==> config.mk <==
export PLATFORM = sky130hd
export DESIGN_NAME = divider_and_programmable_timer
export DESIGN_NICKNAME = d
export VERILOG_FILES = /design/src/hdl/dpt_pkg.sv /design/src/hdl/dpt_timer.sv /design/src/hdl/divider_and_programmable_timer.sv
export SDC_FILE = /design/constraint.sdc
export NUM_CORES = 1
export LEC_CHECK = 0
export BUFFER_PORTS_ARGS = -buffer_cell sky130_fd_sc_hd__buf_2
export CAP_MARGIN = 10
export CORE_MARGIN = 10
export CORE_UTILIZATION = 56
export CTS_CLUSTER_SIZE = 40
export DETAILED_ROUTE_END_ITERATION = 6
export HOLD_SLACK_MARGIN = 0.05
export PLACE_DENSITY = 0.75
export SYNTH_ARGS = -nofsm -noshare
export SYNTH_HDL_FRONTEND = slang
export SYNTH_SLANG_ARGS = --single-unit
==> constraint.sdc <==
create_clock -name i_clk -period 3 [get_ports i_clk]
set_input_delay 0.6 -clock i_clk [delete_from_list [all_inputs] [get_ports i_clk]]
set_output_delay 0.6 -clock i_clk [all_outputs]
set_load 0.01 [all_outputs]
==> src/hdl/dpt_pkg.sv <==
// Shared types and constants for the divider and programmable timer.
// No dependencies; used by dpt_timer and divider_and_programmable_timer.
`timescale 1ns / 1ps

package dpt_pkg;

    typedef logic [1:0] t_opcode;
    typedef logic [1:0] t_reg_sel;

    localparam t_opcode OP_TICK   = 2'd0;
    localparam t_opcode OP_READ   = 2'd1;
    localparam t_opcode OP_WRITE  = 2'd2;
    // Opcode 3 is unused: no state change, all-zero result.
    localparam t_opcode OP_UNUSED = 2'd3;

    localparam t_reg_sel SEL_DIVIDER = 2'd0;
    localparam t_reg_sel SEL_COUNTER = 2'd1;
    localparam t_reg_sel SEL_MODULO  = 2'd2;
    localparam t_reg_sel SEL_CONTROL = 2'd3;

    localparam int unsigned CTRL_ENABLE_BIT = 2;

    // Timer rate codes held in control bits 1:0.
    localparam logic [1:0] RATE_256 = 2'd0;
    localparam logic [1:0] RATE_4   = 2'd1;
    localparam logic [1:0] RATE_16  = 2'd2;
    localparam logic [1:0] RATE_64  = 2'd3;

    typedef struct packed {
        t_opcode    opcode;
        t_reg_sel   reg_select;
        logic [7:0] write_data;
    } t_item;

    typedef struct packed {
        logic [7:0] read_data;
        logic       timer_irq;
    } t_result;

endpackage

==> src/hdl/dpt_timer.sv <==
// Timer state registers and the single-pass tick / read / write logic.
// Depends on dpt_pkg.
`timescale 1ns / 1ps

module dpt_timer (
    input  logic            i_clk,
    input  logic            i_rst_n,
    input  logic            i_en,
    input  dpt_pkg::t_item  i_item,
    output dpt_pkg::t_result o_result
);

    logic [7:0] r_cycle, n_cycle;
    logic [7:0] r_divider, n_divider;
    logic [7:0] r_counter, n_counter;
    logic [7:0] r_modulo, n_modulo;
    logic [7:0] r_control, n_control;

    logic [7:0] cycle_inc;
    logic       rate_hit;
    logic [8:0] counter_sum;

    assign cycle_inc   = r_cycle + 8'd1;
    assign counter_sum = {1'b0, r_counter} + 9'd1;

    always_comb begin
        case (r_control[1:0])
            dpt_pkg::RATE_256: rate_hit = (cycle_inc == 8'd0);
            dpt_pkg::RATE_4:   rate_hit = (cycle_inc[1:0] == 2'd0);
            dpt_pkg::RATE_16:  rate_hit = (cycle_inc[3:0] == 4'd0);
            dpt_pkg::RATE_64:  rate_hit = (cycle_inc[5:0] == 6'd0);
            default:           rate_hit = 1'b0;
        endcase
    end

    always_comb begin
        n_cycle   = r_cycle;
        n_divider = r_divider;
        n_counter = r_counter;
        n_modulo  = r_modulo;
        n_control = r_control;
        o_result  = '0;
        unique case (i_item.opcode)
            dpt_pkg::OP_TICK: begin
                n_cycle = cycle_inc;
                if (cycle_inc[5:0] == 6'd0) begin
                    n_divider = r_divider + 8'd1;
                end
                if (r_control[dpt_pkg::CTRL_ENABLE_BIT] && rate_hit) begin
                    if (counter_sum[8]) begin
                        n_counter          = r_modulo;
                        o_result.timer_irq = 1'b1;
                    end else begin
                        n_counter = counter_sum[7:0];
                    end
                end
            end
            dpt_pkg::OP_READ: begin
                unique case (i_item.reg_select)
                    dpt_pkg::SEL_DIVIDER: o_result.read_data = r_divider;
                    dpt_pkg::SEL_COUNTER: o_result.read_data = r_counter;
                    dpt_pkg::SEL_MODULO:  o_result.read_data = r_modulo;
                    default:              o_result.read_data = r_control;
                endcase
            end
            dpt_pkg::OP_WRITE: begin
                unique case (i_item.reg_select)
                    dpt_pkg::SEL_DIVIDER: n_divider = 8'd0;
                    dpt_pkg::SEL_COUNTER: n_counter = i_item.write_data;
                    dpt_pkg::SEL_MODULO:  n_modulo  = i_item.write_data;
                    default:              n_control = i_item.write_data;
                endcase
            end
            default: begin
                // Unused opcode: no state change, all-zero result.
            end
        endcase
    end

    always_ff @(posedge i_clk) begin
        if (!i_rst_n) begin
            r_cycle   <= '0;
            r_divider <= '0;
            r_counter <= '0;
            r_modulo  <= '0;
            r_control <= '0;
        end else if (i_en) begin
            r_cycle   <= n_cycle;
            r_divider <= n_divider;
            r_counter <= n_counter;
            r_modulo  <= n_modulo;
            r_control <= n_control;
        end
    end

endmodule

==> src/hdl/divider_and_programmable_timer.sv <==
// Top level of the divider and programmable timer: stream ports, input and
// result registers around dpt_timer. Depends on dpt_pkg and dpt_timer.
`timescale 1ns / 1ps

// Usage
// The slave channel carries one item per transfer: a machine-cycle tick, a
// register read or a register write. tuser selects the operation and the
// register, tdata carries the byte to write. The master channel returns
// exactly one result per item, in order: the byte read (zero unless the
// item was a read) in tdata and the timer interrupt flag in tuser.
// The result is registered: the item waits in the input register, then
// passes through the timer logic into the result register. Throughput is
// one item per cycle while the receiver keeps tready high; the timer state
// updates as the item leaves the input register, so back-to-back items
// see each other's effects exactly as if processed one at a time.
// A synchronous active-low reset clears the timer registers and empties
// both pipeline registers. When the receiver holds tready low, the result
// register keeps its transfer, the input register fills behind it, and
// then the slave tready drops until the master side moves again.
module divider_and_programmable_timer (
    input  logic       i_clk,
    input  logic       i_rst_n,

    input  logic       s_axis_tvalid,
    output logic       s_axis_tready,
    input  logic [7:0] s_axis_tdata,   // [7:0] write_data
    input  logic [3:0] s_axis_tuser,   // [1:0] opcode, [3:2] reg_select

    output logic       m_axis_tvalid,
    input  logic       m_axis_tready,
    output logic [7:0] m_axis_tdata,   // [7:0] read_data
    output logic [0:0] m_axis_tuser    // [0] timer_irq
);

    logic             r_in_valid;
    dpt_pkg::t_item   r_in_item;
    logic             r_out_valid;
    dpt_pkg::t_result r_out_result;

    dpt_pkg::t_result result;
    logic             advance;

    // The item in the input register moves on whenever the result register
    // is empty or its transfer completes this cycle.
    assign advance       = r_in_valid && (!r_out_valid || m_axis_tready);
    assign s_axis_tready = !r_in_valid || advance;

    dpt_timer u_timer (
        .i_clk    (i_clk),
        .i_rst_n  (i_rst_n),
        .i_en     (advance),
        .i_item   (r_in_item),
        .o_result (result)
    );

    always_ff @(posedge i_clk) begin
        if (!i_rst_n) begin
            r_in_valid <= 1'b0;
        end else if (s_axis_tready) begin
            r_in_valid <= s_axis_tvalid;
        end
    end

    always_ff @(posedge i_clk) begin
        if (s_axis_tvalid && s_axis_tready) begin
            r_in_item.opcode     <= s_axis_tuser[1:0];
            r_in_item.reg_select <= s_axis_tuser[3:2];
            r_in_item.write_data <= s_axis_tdata;
        end
    end

    always_ff @(posedge i_clk) begin
        if (!i_rst_n) begin
            r_out_valid <= 1'b0;
        end else if (advance) begin
            r_out_valid <= 1'b1;
        end else if (m_axis_tready) begin
            r_out_valid <= 1'b0;
        end
    end

    always_ff @(posedge i_clk) begin
        if (advance) begin
            r_out_result <= result;
        end
    end

    assign m_axis_tvalid   = r_out_valid;
    assign m_axis_tdata    = r_out_result.read_data;
    assign m_axis_tuser[0] = r_out_result.timer_irq;

endmodule
## Word-level counts from Yosys, hierarchy flattened

Cells that the tools add are included.
W data, S select, Z words.

| storage, ports and cells | value |
|---|---|
| bits in registers | 63 |
| bits of input ports | 16 |
| output and inout port bits | 11 |
| word-level logic and storage cells | 62 |

| operators by class | value |
|---|---|
| add/subtract/negate cells | 3 |
| equality and inequality tests | 11 |
| multiplexer cells | 12 |
| bitwise operators | 1 |
| reduce and logical (&&, ||, !) cells | 23 |

Operators by type and width:

| operator | number |
|---|---|
| $mux W8 | 5 |
| $pmux W8 S2 | 2 |
| $pmux W8 S3 | 1 |
| $add A8 B1 Y8 const B | 2 |
| $add A8 B1 Y9 const B | 1 |
| $eq A2 B2 Y1 const B | 4 |
| $logic_not A2 Y1 | 4 |
| $logic_not A8 Y1 | 1 |
| $ne A2 B1 Y1 const B | 4 |
| $reduce_and A4 Y1 | 2 |
| $eq A2 B1 Y1 const B | 3 |
| $logic_not A6 Y1 | 1 |
| $reduce_and A3 Y1 | 2 |
| $logic_not A4 Y1 | 1 |
| $pmux W1 S4 | 1 |
| $reduce_and A2 Y1 | 2 |
| $reduce_bool A2 Y1 | 2 |
| $logic_and A1 B1 Y1 | 3 |
| $mux W1 | 3 |
| $reduce_or A3 Y1 | 1 |
| $logic_not A1 Y1 | 2 |
| $logic_or A1 B1 Y1 | 2 |
| $not A1 Y1 | 1 |

## Depth between registers and ports, before layout

| logic depth | value |
|---|---|
| depth after elaboration | 6 |
| depth in mapped cells | 8 |
| mapped depth without buffers | 7 |

## Cells and area by module

From an unflattened synthesis, not the netlist that was laid out.

| second synthesis, totals | value |
|---|---|
| cells, all modules | 300 |
| area total of the unflattened synthesis | 3211.8 µm² |

By module, submodules not included:

| module | instances | cells an instance | area an instance (µm²) | sequential area each (µm²) |
|---|---|---|---|---|
| dpt_timer | 1 | 270 | 2477.4 | 800.8 |
| divider_and_programmable_timer | 1 | 30 | 734.5 | 670.6 |

## Least setup slack after synthesis

No wires, ideal clock.

| timing path | value |
|---|---|
| path type | reg-to-reg |
| start point | register u_timer.r_cycle[1] |
| end point | register u_timer.r_divider[7] |
| setup time | 0.073 ns |
| data arrival time | 2.179 ns |
| required time | 2.927 ns |
| slack | 0.748 ns |
| stages on the path, launching flop included | 9 |
| buffers on the path | 1 |
| clock period less this slack | 2.252 ns |
| path through | dfxtp_1 -> ha_1 -> a311o_1 -> o31ai_4 -> nand2b_1 -> buf_6 -> a2111o_1 -> or3_1 -> a21oi_1 |

| between the ends | value |
|---|---|
| cells in the longest elaborated chain, start to end | 4 |

RTL lines:

| element | line | source |
|---|---|---|
| start, declared | dpt_timer.sv:13 | `logic [7:0] r_cycle, n_cycle;` |
| start signal, assigned | dpt_timer.sv:88 | `r_cycle <= n_cycle;` |
| $add A8 B1 Y8 | dpt_timer.sv:23 | `assign cycle_inc = r_cycle + 8'd1;` |
| $logic_not A6 Y1 | dpt_timer.sv:46 | `if (cycle_inc[5:0] == 6'd0) begin` |
| $ne A2 B1 Y1 (no source line) | - |  |
| $reduce_and A4 Y1 (no source line) | - |  |
| end signal, assigned | dpt_timer.sv:89 | `r_divider <= n_divider;` |
| end, declared | dpt_timer.sv:14 | `logic [7:0] r_divider, n_divider;` |

Every way passes these cells.
A chain may end at the register's enable or synchronous reset.

## Worst setup path in the final report

| timing path | value |
|---|---|
| start point | register u_timer.r_cycle[0] |
| end point | register u_timer.r_counter[7] |

| between the ends | value |
|---|---|
| cells in the longest elaborated chain, start to end | 6 |
| elaborated cells between the ends (all ways) | 9 |
| those cells by class | 1 x add/sub; 1 x eq/ne; 1 x mux; 6 x reduce/logical |

RTL lines:

| element | line | source |
|---|---|---|
| $add A8 B1 Y8 * | dpt_timer.sv:23 |  |
| $logic_not A8 Y1, or another cell as far along | dpt_timer.sv:28 | `dpt_pkg::RATE_256: rate_hit = (cycle_inc == 8'd0);` |
| $pmux W1 S4 * | dpt_timer.sv:27 | `case (r_control[1:0])` |
| $logic_and A1 B1 Y1 * | dpt_timer.sv:49 | `if (r_control[dpt_pkg::CTRL_ENABLE_BIT] && rate_hit) begin` |
| $ne A2 B1 Y1 (no source line) * | - |  |
| $reduce_and A4 Y1 (no source line) * | - |  |
| end signal, assigned | dpt_timer.sv:90 | `r_counter <= n_counter;` |
| end, declared | dpt_timer.sv:15 | `logic [7:0] r_counter, n_counter;` |

Every way passes the cells marked *; elsewhere a longest branch is shown, timed or not.

==> impl_metrics.json <==
{
  "hold_end": "r_in_item[2]$_DFFE_PP_",
  "cp.arrival_ns": 2.83,
  "setup_violations": 0,
  "yosys.area_share.simple": 0.1759,
  "clk_latency_ns": 0.35,
  "drtAntennaViolNets": 0,
  "vias": 2277,
  "hold_violations": 0,
  "dieArea_um2": 8898,
  "final_common_cell": "dfxtp_1",
  "grt.total_usage": 0.1559,
  "clock_path_buffers": 2,
  "critPathMaxStageDelay_ns": 0.50,
  "cts.htree.levels": 3,
  "slew_headroom": 0.4117,
  "mostFrequentLayoutCells": "dfxtp_1, nor2_1, nand2_1",
  "final_layout_size_suffix_gt1_frac": 0.1723,
  "worstSetupPathType": "register to register",
  "synth_seq_cells": 63,
  "rsz0062_at_grt": "false",
  "hp-start": "s_axis_tdata[2]",
  "start_util": 0.5689,
  "status": "finished, final reports clean",
  "syn_inst": 294,
  "drv_cap": 0,
  "timing.final.crit_period_ns": 2.608,
  "ir_worst_vdd_uv": 378.4,
  "path_cells": "ha_1 > nand4_1 > o31ai_4 > nand2b_1 > o211ai_1 > nand2_1 > mux2i_1",
  "cp_max_fo": 10,
  "wl_per_cell_um": 16.25,
  "yosys_warnings": 0,
  "gp_congestion": 0.8622,
  "r2r_slack_ns": 0.39,
  "synthXorXnorAreaFrac": 0.04812,
  "synthMuxAreaShare": 0.1427,
  "synth_compound_area_frac": 0.1116,
  "grt_pass1_wl_mm": 10.94,
  "slowest_stage": "dfxtp_1",
  "seq_area_frac_synth": 0.4755,
  "endpoint_kind": "register",
  "power.density_nw_per_um2": 516.3,
  "cts_buffers": 9,
  "fmax_ghz": 0.3835,
  "reg2reg_depth": 7,
  "p_leak_nw": 1.301,
  "power_w": 0.001790,
  "tightest_slew_ns": 0.8806,
  "hold_slack_ns": 0.4240,
  "cp.required_ns": 3.22,
  "setup_tns_ns": 0,
  "grt_overflow": 0,
  "ys.flop_type": "dfxtp_1",
  "nets": 340,
  "final_max_slew_viol_count": 0,
  "avgViaCountPerCell": 5.736,
  "skew_ns": 0.007517,
  "whs_path_depth": 1,
  "place_area_um2": 3263,
  "port_buffers": 26,
  "crit_buf_inv": 0,
  "yosys.cell_types.count": 47,
  "clock-root-buffer": "clkbuf_8",
  "finalCritPeriodShare": 0.8692,
  "hold_buffers": 0,
  "post_cts_buffers": 0,
  "tritoncts": "done",
  "worst_path_dominant_cell_family": "compound AO/OA/AOI/OAI gates",
  "numClockSinks": 63,
  "fp-row-count": 27,
  "drtIter0Drc": 198,
  "synthAdderAreaFrac": 0.01617,
  "synth_nets": 314,
  "synth_edf_count": 21,
  "die_x_um": 94.33,
  "syn-mean-instance-area_um2": 10.52,
  "synth_top_family_by_area": "simple AND/OR/NAND/NOR gates",
  "n_fill_cell": 435,
  "die_h_um": 94.33,
  "synth_area_um2": 3094,
  "critPathLaunchType": "register",
  "cts.repair.resized": 0,
  "grt_max_degree": 30,
  "n_antenna_cell": 0,
  "hpwl_mm": 4.642,
  "timing.rr.start": "u_timer.r_cycle[0]$_SDFFE_PN0P_",
  "grt_pass1_vias": 2215,
  "drc": 0,
  "r2r-end": "u_timer.r_counter[7]$_SDFFE_PN0P_",
  "core_area_um2": 5439,
  "async_flop_share": 0,
  "clkSlewWorstSetupHoldPaths_ns": 0.07,
  "routed_wl_mm": 6.452,
  "antenna_found_initial": 0,
  "io_pins": 27,
  "hp-class": "input port to register",
  "stdcell_area_um2": 3467,
  "dr.pass1.iters": 4,
  "area_growth_pct": 12.05
}
==> worst register-to-register path: stages, from the launching register on <==
cell and delay [ns]:
dfxtp_1 0.50, ha_1 0.35, nand4_1 0.19, o31ai_4 0.22, nand2b_1 0.19, o211ai_1 0.51
nand2_1 0.32, mux2i_1 0.20
==> Yosys cell counts, drive strengths merged, types with 2 or more instances <==
cell type / instances / area, µm²
edfxtp: 21 / 630.6
nand3: 9 / 45.04
nand4: 4 / 25.02
inv: 3 / 11.26
a211oi: 4 / 30.03
a311oi: 3 / 26.28
a31oi: 2 / 12.51
buf: 7 / 51.30
and2: 3 / 18.77
nand2b: 4 / 25.02
mux4: 8 / 180.2
nor2: 37 / 138.9
o21ai: 8 / 40.04
nand2: 27 / 101.4
o31ai: 2 / 28.78
xnor2: 10 / 87.58
mux2i: 25 / 250.2
ha: 4 / 50.05
and3: 4 / 27.52
o211ai: 6 / 45.04
and4: 3 / 26.28
dfxtp: 42 / 840.8
nor2b: 11 / 68.82
a21boi: 2 / 15.01
clkbuf: 8 / 30.03
xor2: 7 / 61.31
nor4b: 2 / 23.77
or3: 2 / 12.51
nor3b: 2 / 15.01
a21oi: 12 / 60.06
==> cells by family (layout without fill, tap and decap cells) <==
logic type | Yosys count | after routing
DFF | 63 | 63
xor gates and xnor gates | 17 | 17
AOI/OAI and AO/OA | 48 | 48
muxes | 34 | 34
buffers and inverters | 18 | 49
adders and majority gates | 4 | 4
and+or+nand+nor | 110 | 110
==> sequential cells by signal, summed over array words and instances, names as in the netlist, 8 cells and up <==
name	flops
u_timer.r_divider	8
r_in_item	12
u_timer.r_counter	8
m_axis_tdata	8
u_timer.r_cycle	8
u_timer.r_modulo	8
u_timer.r_control	8
==> cell type report <==
class,instances,area [µm²],area share
clock buffer,11,131.4,0.03789
clock inverter,5,72.57,0.02093
inverter,3,11.26,0.003248
multi-input combinational,213,1530,0.4414
sequential,63,1471,0.4244
tap,72,90.09,0.02598
timing repair buffer,30,160.2,0.04619
==> worst max-delay path by stage <==
stage / slack (ns) / start / endpoint / cells after the start
floorplan: 0.75 / u_timer.r_cycle[1]$_SDFFE_PN0P_ / u_timer.r_divider[7]$_SDFFE_PN0P_ / 8
global placement: 0.57 / m_axis_tready / u_timer.r_divider[7]$_SDFFE_PN0P_ / 7
detailed placement: 0.46 / u_timer.r_cycle[0]$_SDFFE_PN0P_ / u_timer.r_counter[7]$_SDFFE_PN0P_ / 7
CTS: 0.44 / u_timer.r_cycle[0]$_SDFFE_PN0P_ / u_timer.r_counter[7]$_SDFFE_PN0P_ / 7
global route: 0.22 / u_timer.r_cycle[1]$_SDFFE_PN0P_ / u_timer.r_counter[7]$_SDFFE_PN0P_ / 7
finish: 0.39 / u_timer.r_cycle[0]$_SDFFE_PN0P_ / u_timer.r_counter[7]$_SDFFE_PN0P_ / 7
==> metrics by stage <==
| stage | worst slack (ns) | std cells | utilization |
|---|---|---|---|
| 6_report | 0.3923 | 397 | 0.6375 |
| 5_1_grt | 0.2218 | 397 | 0.6375 |
| 4_1_cts | 0.4404 | 397 | 0.6375 |
| 3_5_place_dp | 0.4628 | 381 | 0.6000 |
| 3_3_place_gp | 0.5714 | 381 | 0.6000 |
| 2_1_floorplan | 0.7484 | 294 | - |
==> power breakdown <==
| part | switching, W | leakage, nW | internal, W | total, W |
|---|---|---|---|---|
| sequential | 0.0000254 | 0.540 | 0.000903 | 0.000929 |
| combinational | 0.0000483 | 0.659 | 0.0000359 | 0.0000842 |
| clock | 0.000316 | 0.102 | 0.000461 | 0.000777 |
==> routing by layer <==
layer / vias to the layer above / GRT usage / share of wire
li1: 1124 / - / -
met1: 1081 / 0.2014 / 0.46
met2: 63 / 0.2368 / 0.46
met3: 9 / 0.03569 / 0.066
met4: 0 / 0.08481 / 0.018
met5: - / 0 / 0
Note: power is estimated with default switching activity, not from simulation.
